`src/hw/rtl/lrg_pkg.sv`:
```
`timescale 1ns / 1ps
`default_nettype none

package lrg_pkg;

    // 64-bit LCG step: state * LCG_MUL + LCG_INC, modulo 2^64
    localparam logic [63:0] LCG_MUL = 64'h5851_F42D_4C95_7F2D;
    localparam logic [63:0] LCG_INC = 64'd1;

    localparam logic [31:0] CNT_MAX = 32'hFFFF_FFFF;

    localparam int unsigned ADDR_W = 5;

    localparam logic [1:0] REG_SEED = 2'd0;
    localparam logic [1:0] REG_LOW  = 2'd1;
    localparam logic [1:0] REG_HIGH = 2'd2;

    typedef enum logic [1:0] {
        ST_IDLE,
        ST_ADV,
        ST_MOD,
        ST_OUT
    } t_state;

endpackage

`default_nettype wire

```
`src/hw/rtl/lrg_lcg.sv`:
```
`timescale 1ns / 1ps
`default_nettype none

// Advances the generator state with one 32x32 multiplier over four phases.
// Only the low 64 bits are kept, so the high-by-high partial product is not needed.
module lrg_lcg
    import lrg_pkg::*;
(
    input  wire logic        i_clk,
    input  wire logic        i_rst_n,
    input  wire logic        i_start,
    input  wire logic [63:0] i_state,
    output logic             o_done,
    output logic [63:0]      o_next
);

    logic [63:0] r_a;
    logic [63:0] r_acc;
    logic [63:0] r_prod;
    logic [1:0]  r_phase;
    logic        r_busy;
    logic        r_done;

    logic [31:0] w_ma;
    logic [31:0] w_mb;
    logic [63:0] w_prod;
    logic [63:0] w_addend;

    // phase 0: aL*mL, phase 1: aL*mH, phase 2: aH*mL
    assign w_ma   = (r_phase == 2'd2) ? r_a[63:32] : r_a[31:0];
    assign w_mb   = (r_phase == 2'd1) ? LCG_MUL[63:32] : LCG_MUL[31:0];
    assign w_prod = w_ma * w_mb;

    // product registered in phase k is folded in at phase k+1
    always_comb begin
        case (r_phase)
            2'd0:    w_addend = '0;
            2'd1:    w_addend = r_prod;
            default: w_addend = {r_prod[31:0], 32'd0};
        endcase
    end

    always_ff @(posedge i_clk) begin
        if (!i_rst_n) begin
            r_busy  <= 1'b0;
            r_done  <= 1'b0;
            r_phase <= '0;
        end else begin
            r_done <= r_busy && (r_phase == 2'd3);
            if (i_start) begin
                r_busy  <= 1'b1;
                r_phase <= '0;
            end else if (r_busy) begin
                r_phase <= r_phase + 2'd1;
                if (r_phase == 2'd3) begin
                    r_busy <= 1'b0;
                end
            end
        end
    end

    always_ff @(posedge i_clk) begin
        if (i_start) begin
            r_a   <= i_state;
            r_acc <= LCG_INC;
        end else if (r_busy) begin
            r_prod <= w_prod;
            r_acc  <= r_acc + w_addend;
        end
    end

    assign o_done = r_done;
    assign o_next = r_acc;

endmodule

`default_nettype wire

```
`src/hw/rtl/lrg_mod.sv`:
```
`timescale 1ns / 1ps
`default_nettype none

// Restoring remainder, one dividend bit per cycle.
// Divisor is 1 .. 2^32, so the remainder always fits in 32 bits.
module lrg_mod (
    input  wire logic        i_clk,
    input  wire logic        i_rst_n,
    input  wire logic        i_start,
    input  wire logic [63:0] i_dividend,
    input  wire logic [32:0] i_divisor,
    output logic             o_done,
    output logic [31:0]      o_rem
);

    logic [32:0] r_rem;
    logic [63:0] r_dvd;
    logic [32:0] r_div;
    logic [5:0]  r_cnt;
    logic        r_busy;
    logic        r_done;

    logic [33:0] w_trial;
    logic [33:0] w_diff;
    logic        w_ge;
    logic [32:0] n_rem;

    assign w_trial = {r_rem, r_dvd[63]};
    assign w_diff  = w_trial - {1'b0, r_div};
    assign w_ge    = (w_trial >= {1'b0, r_div});
    assign n_rem   = w_ge ? w_diff[32:0] : w_trial[32:0];

    always_ff @(posedge i_clk) begin
        if (!i_rst_n) begin
            r_busy <= 1'b0;
            r_done <= 1'b0;
            r_cnt  <= '0;
        end else begin
            r_done <= r_busy && (r_cnt == 6'd63);
            if (i_start) begin
                r_busy <= 1'b1;
                r_cnt  <= '0;
            end else if (r_busy) begin
                r_cnt <= r_cnt + 6'd1;
                if (r_cnt == 6'd63) begin
                    r_busy <= 1'b0;
                end
            end
        end
    end

    always_ff @(posedge i_clk) begin
        if (i_start) begin
            r_rem <= '0;
            r_dvd <= i_dividend;
            r_div <= i_divisor;
        end else if (r_busy) begin
            r_rem <= n_rem;
            r_dvd <= {r_dvd[62:0], 1'b0};
        end
    end

    assign o_done = r_done;
    assign o_rem  = r_rem[31:0];

endmodule

`default_nettype wire

```
`src/hw/rtl/lcg_range_generator_with_sum.sv`:
```
`timescale 1ns / 1ps
`default_nettype none

// Channel   Direction  Handshake            Payload
// input     in         i_valid / o_ready    i_last
// result    out        o_valid / i_ready    o_value, o_running_sum, o_item_count,
//                                           o_run_end, o_bad_range
// config    in         APB psel / penable   paddr, pwdata, prdata (64-bit regs at 8*i)
//
// One transaction at a time: the 4-phase state multiply runs first, then the
// 64-step remainder loop produces the result.
// With range_low > range_high the remainder is skipped.
// o_ready is high in idle; a pending result may wait at the output register.
// Synchronous active-low reset loads seed 0, low 0, high 0xFFFFFFFF.
module lcg_range_generator_with_sum
    import lrg_pkg::*;
(
    input  wire logic              i_clk,
    input  wire logic              i_rst_n,

    input  wire logic              i_valid,
    output logic                   o_ready,
    input  wire logic              i_last,

    output logic                   o_valid,
    input  wire logic              i_ready,
    output logic [31:0]            o_value,
    output logic [63:0]            o_running_sum,
    output logic [31:0]            o_item_count,
    output logic                   o_run_end,
    output logic                   o_bad_range,

    input  wire logic              psel,
    input  wire logic              penable,
    input  wire logic              pwrite,
    input  wire logic [ADDR_W-1:0] paddr,
    input  wire logic [63:0]       pwdata,
    output logic [63:0]            prdata,
    output logic                   pready
);

    t_state r_state;
    t_state n_state;

    logic [63:0] r_seed;
    logic [31:0] r_lo;
    logic [31:0] r_hi;
    logic [63:0] r_gen;
    logic [63:0] r_sum;
    logic [31:0] r_cnt;

    logic        r_last;
    logic        r_bad;
    logic [32:0] r_span;
    logic [31:0] r_val;

    logic        r_o_valid;
    logic [31:0] r_o_value;
    logic [63:0] r_o_sum;
    logic [31:0] r_o_cnt;
    logic        r_o_end;
    logic        r_o_bad;

    logic        w_accept;
    logic        w_cfg_wr;
    logic [1:0]  w_idx;
    logic        w_lcg_start;
    logic        w_lcg_done;
    logic [63:0] w_lcg_next;
    logic        w_mod_start;
    logic        w_mod_done;
    logic [31:0] w_rem;
    logic        w_out_load;
    logic        w_out_free;
    logic [63:0] n_sum;
    logic [31:0] n_cnt;

    assign w_idx    = paddr[ADDR_W-1:3];
    assign w_cfg_wr = psel && penable && pwrite && pready;
    assign pready   = 1'b1;

    always_comb begin
        case (w_idx)
            REG_SEED: prdata = r_seed;
            REG_LOW:  prdata = {32'd0, r_lo};
            REG_HIGH: prdata = {32'd0, r_hi};
            default:  prdata = '0;
        endcase
    end

    assign w_out_free = !r_o_valid || i_ready;
    assign w_accept   = i_valid && o_ready;

    // next state
    always_comb begin
        n_state = r_state;
        case (r_state)
            ST_IDLE: if (i_valid) n_state = ST_ADV;
            ST_ADV: begin
                if (w_lcg_done) n_state = r_bad ? ST_OUT : ST_MOD;
            end
            ST_MOD:  if (w_mod_done) n_state = ST_OUT;
            ST_OUT:  if (w_out_free) n_state = ST_IDLE;
            default: n_state = ST_IDLE;
        endcase
    end

    // sequencer outputs
    always_comb begin
        o_ready     = 1'b0;
        w_lcg_start = 1'b0;
        w_mod_start = 1'b0;
        w_out_load  = 1'b0;
        case (r_state)
            ST_IDLE: begin
                o_ready     = 1'b1;
                w_lcg_start = i_valid;
            end
            ST_ADV:  w_mod_start = w_lcg_done && !r_bad;
            ST_MOD:  ;
            ST_OUT:  w_out_load = w_out_free;
            default: ;
        endcase
    end

    always_ff @(posedge i_clk) begin
        if (!i_rst_n) begin
            r_state <= ST_IDLE;
        end else begin
            r_state <= n_state;
        end
    end

    lrg_lcg u_lcg (
        .i_clk   (i_clk),
        .i_rst_n (i_rst_n),
        .i_start (w_lcg_start),
        .i_state (r_gen),
        .o_done  (w_lcg_done),
        .o_next  (w_lcg_next)
    );

    lrg_mod u_mod (
        .i_clk      (i_clk),
        .i_rst_n    (i_rst_n),
        .i_start    (w_mod_start),
        .i_dividend (w_lcg_next),
        .i_divisor  (r_span),
        .o_done     (w_mod_done),
        .o_rem      (w_rem)
    );

    assign n_sum = r_sum + {32'd0, r_val};
    assign n_cnt = (r_cnt == CNT_MAX) ? r_cnt : r_cnt + 32'd1;

    // run state and configuration
    always_ff @(posedge i_clk) begin
        if (!i_rst_n) begin
            r_seed <= '0;
            r_lo   <= '0;
            r_hi   <= CNT_MAX;
            r_gen  <= '0;
            r_sum  <= '0;
            r_cnt  <= '0;
        end else begin
            if (w_cfg_wr) begin
                case (w_idx)
                    REG_SEED: begin
                        r_seed <= pwdata;
                        r_gen  <= pwdata;
                        r_sum  <= '0;
                        r_cnt  <= '0;
                    end
                    REG_LOW:  r_lo <= pwdata[31:0];
                    REG_HIGH: r_hi <= pwdata[31:0];
                    default:  ;
                endcase
            end
            if (r_state == ST_ADV && w_lcg_done) begin
                r_gen <= w_lcg_next;
            end
            if (w_out_load) begin
                if (r_last) begin
                    r_gen <= r_seed;
                    r_sum <= '0;
                    r_cnt <= '0;
                end else begin
                    r_sum <= n_sum;
                    r_cnt <= n_cnt;
                end
            end
        end
    end

    // per-transaction payload
    always_ff @(posedge i_clk) begin
        if (w_accept) begin
            r_last <= i_last;
            r_bad  <= (r_lo > r_hi);
            r_span <= {1'b0, r_hi} - {1'b0, r_lo} + 33'd1;
        end
        if (r_state == ST_ADV && w_lcg_done) begin
            r_val <= '0;
        end
        if (w_mod_done) begin
            r_val <= w_rem + r_lo;
        end
    end

    always_ff @(posedge i_clk) begin
        if (!i_rst_n) begin
            r_o_valid <= 1'b0;
        end else if (w_out_load) begin
            r_o_valid <= 1'b1;
        end else if (i_ready) begin
            r_o_valid <= 1'b0;
        end
    end

    always_ff @(posedge i_clk) begin
        if (w_out_load) begin
            r_o_value <= r_val;
            r_o_sum   <= n_sum;
            r_o_cnt   <= n_cnt;
            r_o_end   <= r_last;
            r_o_bad   <= r_bad;
        end
    end

    assign o_valid       = r_o_valid;
    assign o_value       = r_o_value;
    assign o_running_sum = r_o_sum;
    assign o_item_count  = r_o_cnt;
    assign o_run_end     = r_o_end;
    assign o_bad_range   = r_o_bad;

    a_lcg_done_in_adv: assert property (@(posedge i_clk) disable iff (!i_rst_n)
        w_lcg_done |-> r_state == ST_ADV)
        else $error("state update finished outside its phase");

    a_mod_done_in_mod: assert property (@(posedge i_clk) disable iff (!i_rst_n)
        w_mod_done |-> r_state == ST_MOD)
        else $error("remainder finished outside its phase");

    a_accept_starts: assert property (@(posedge i_clk) disable iff (!i_rst_n)
        w_accept |=> r_state == ST_ADV)
        else $error("accepted transaction did not start the state update");

    a_count_nonzero: assert property (@(posedge i_clk) disable iff (!i_rst_n)
        o_valid |-> o_item_count != 32'd0)
        else $error("result with zero item count");

    a_bad_zero: assert property (@(posedge i_clk) disable iff (!i_rst_n)
        (o_valid && o_bad_range) |-> o_value == 32'd0)
        else $error("bad range result carries a nonzero value");

endmodule

`default_nettype wire

```
`config.mk`:
```
export PLATFORM = sky130hd
export DESIGN_NAME = lcg_range_generator_with_sum
export DESIGN_NICKNAME = d
export VERILOG_FILES = /design/src/hw/rtl/lrg_pkg.sv /design/src/hw/rtl/lrg_lcg.sv /design/src/hw/rtl/lrg_mod.sv /design/src/hw/rtl/lcg_range_generator_with_sum.sv
export SDC_FILE = /design/constraint.sdc
export NUM_CORES = 2
export LEC_CHECK = 0
export BUFFER_PORTS_ARGS = -buffer_cell sky130_fd_sc_hd__buf_2
export CAP_MARGIN = 20
export CORE_AREA = 2 2 439 441
export CTS_CLUSTER_SIZE = 12
export DETAILED_ROUTE_END_ITERATION = 6
export DIE_AREA = 0 0 441 443
export PLACE_DENSITY_LB_ADDON = 0.3
export SETUP_SLACK_MARGIN = 0.4
export SLEW_MARGIN = 0
export SYNTH_ARGS = -nofsm -noshare
export SYNTH_HDL_FRONTEND = slang
export SYNTH_SLANG_ARGS = --single-unit
```
`constraint.sdc`:
```
create_clock -name i_clk -period 14 [get_ports i_clk]
set_clock_uncertainty 0.1 [all_clocks]
set_input_delay 2.8 -clock i_clk [delete_from_list [all_inputs] [get_ports i_clk]]
set_output_delay 2.8 -clock i_clk [all_outputs]
set_load 0.005 [all_outputs]
```
==> run summary <==
status - finished, final reports clean
grt total ovfl - 0
nets - 8387
CP most frequent cell - fa_1
die area - 195000 sq um
vias in the first global route - 49.2k
Cell Rows - 161
htree depth - 3
DRT Pass-1 Iters - 6
clock sink count - 822
buffers added on ports - 269
Final Setup Violations - 0
clock root cell - clkbuf_16
largest net degree at the start of global routing - 103
Starting Density - 0.346
Mapped Cells - 6901
Ys Warns - 0
register area share after synthesis - 0.312
number of buffers created by CTS - 92
Clock Latency Late Sink - 720 ps
initial antenna violation count - 8
post-synthesis mux area share - 0.0203
Setup Fix Bufs, Post-CTS - 0
Die Height - 443 um
HPWL Detailed - 160000 um
routability congestion estimate - 0.920
synthesized area - 66200 sq um
DR iter-0 viols - 3512
final instance area - 73400 sq um
CP Data Arrival Time - 11460 ps
main combinational cell family by area after synthesis - adder cells
commonest non-fill, non-tap cells in the layout - inv_1, nand2_1, ha_1
Slew Limit Fails - 0
share of cells above drive strength 1 - 0.0775
critical path type - flop to flop
Synth async-reset ratio - 0
Routed WL - 201000 um
FILL cells - 19.1k
Max-cap violations - 0
placed inst area - 70300 sq um
Worst Path Required - 14330 ps
GRT Overall Usage - 0.203
mean post-synth cell area - 9.60 sq um
Reg area - 20700 sq um
DRC viols - 0
RSZ-0062 raised after global routing - no
area of the multi-input gates - 41200 sq um
Routed Antenna Nets - 0
Top Ports - 274
Top delay family on crit path - adder cells
Via density - 5.17
Final period util - 0.794
Post-CTS Resized - 0
crit-path max FO - 21
Routed WL per cell - 20.7 um
flops & latches, synth - 822
worst-margin pin slew - 1040 ps
Synth Area in Adders - 0.293
crit end category - flop
Bufs and invs on worst path - 5
Final min period - 11120 ps
ys flop type - edfxtp_1
Clock Path Buffers - 3
most common cell after layout, fill and taps aside - inv_1
DIE WIDTH - 441 um
Post-synth EDFFs - 422
Worst slew margin - 0.288
cts hold-fix bufs - 0
CP max-delay cell - mux2i_1
CTS tree - done
crit path launch type - flop
via count - 50.1k
setup_tns - 0 ps
Netlist cell types - 95
final hold violation count - 0
worst stage delay on the critical path - 890 ps
post-synthesis compound-gate area fraction - 0.137
Fmax achieved - 0.0899 GHz
first-pass GRT wire length - 304000 um
core area - 191000 sq um
HP Class - flop to flop
xor-xnor portion of the synthesized cell area - 0.0391
area grow syn2layout - 10.9%
CTS clk-pin slew, worst paths - 70 ps
simple-gate share of the synthesized area - 0.129
## synth_stat cells (11+ instances only)
| master | number | area [sq um] |
|---|---|---|
| xor2_1 | 96 | 841 |
| or3_1 | 14 | 87.6 |
| ha_1 | 687 | 8600 |
| nand2_1 | 777 | 2920 |
| a22o_1 | 48 | 420 |
| a21o_1 | 170 | 1280 |
| a21oi_1 | 354 | 1770 |
| mux2i_1 | 113 | 1130 |
| nor2b_1 | 153 | 957 |
| a21boi_0 | 105 | 788 |
| nor4_1 | 11 | 68.8 |
| buf_1 | 29 | 109 |
| o31ai_1 | 18 | 135 |
| and3_1 | 55 | 344 |
| mux2_2 | 19 | 214 |
| o21bai_1 | 39 | 293 |
| nand3_1 | 84 | 420 |
| nor3_1 | 55 | 275 |
| fa_1 | 539 | 10800 |
| nand4_1 | 67 | 419 |
| a22oi_1 | 35 | 263 |
| clkbuf_1 | 223 | 837 |
| and2_1 | 130 | 813 |
| inv_1 | 947 | 3550 |
| o21a_1 | 28 | 210 |
| nor2_1 | 365 | 1370 |
| a311oi_1 | 71 | 622 |
| o211ai_1 | 52 | 390 |
| or2_2 | 18 | 113 |
| nor3b_1 | 11 | 82.6 |
| o21ai_0 | 260 | 1300 |
| a211oi_1 | 28 | 210 |
| a31oi_1 | 48 | 300 |
| dfxtp_1 | 400 | 8010 |
| edfxtp_1 | 422 | 12700 |
| xnor2_1 | 200 | 1750 |
| nand2b_1 | 45 | 282 |
## metal layers
layer	vias up	track usage	wire, um	share of wire
li1	23693	-	-	-
met2	1393	0.332	93400	0.46
met5	-	0	21	0.00010
met1	24677	0.273	87600	0.44
met4	4	0.0825	9400	0.047
met3	307	0.0218	10600	0.053
## worst paths after layout
check                                         to  cells after the start  slack [ps]             start
worst max register to register  u_lcg.r_prod[62]                     27        2880  u_lcg.r_phase[0]
worst max-delay path            u_lcg.r_prod[62]                     27        2880  u_lcg.r_phase[0]
worst min-delay path             u_mod.r_div[13]                      0         300        r_span[13]
worst min register to register   u_mod.r_div[13]                      0         300        r_span[13]
## per-stage QoR
| step | hold slack [ps] | util | instances | setup slack (ps) |
|---|---|---|---|---|
| finish | 301 | 0.384 | 9691 | 2880 |
| global route | 325 | 0.384 | 9689 | 2490 |
| CTS | 306 | 0.384 | 9689 | 2940 |
| detailed placement | 305 | 0.368 | 9516 | 2980 |
| global placement | 300 | 0.368 | 9516 | 3060 |
| floorplan | 300 | - | 6931 | 4600 |
## registers in the layout (all words and copies together), names as in the netlist, 33 cells and up
signal,cells
o_running_sum,64
r_gen,64
r_seed,64
r_sum,64
u_lcg.o_next,64
u_lcg.r_a,64
u_lcg.r_prod,64
u_mod.r_dvd,64
r_span,33
u_mod.r_div,33
u_mod.r_rem,33
## cells by family (layout without fill, tap and decap cells)
family          after synthesis  after routing
mux                         132            132
xor+xnor                    296            296
other cells                   2             34
simple gates               1833           1833
fa+ha+maj                  1226           1226
compound gates             1375           1375
buf+inv                    1215           1447
flops                       822            822
## cell type report
cell class | count | share of cell area
timing repair buffer | 319 | 0.0235
multi-input combinational | 4894 | 0.561
antenna | 2 | 0.0000682
tap | 2526 | 0.0430
sequential | 822 | 0.282
clock inverter | 37 | 0.00627
inverter | 955 | 0.0490
clock buffer | 136 | 0.0357
Power is left out: the tool's default activity adds up to more than one toggle a clock period on the data nets, which glitch-free logic cannot reach.
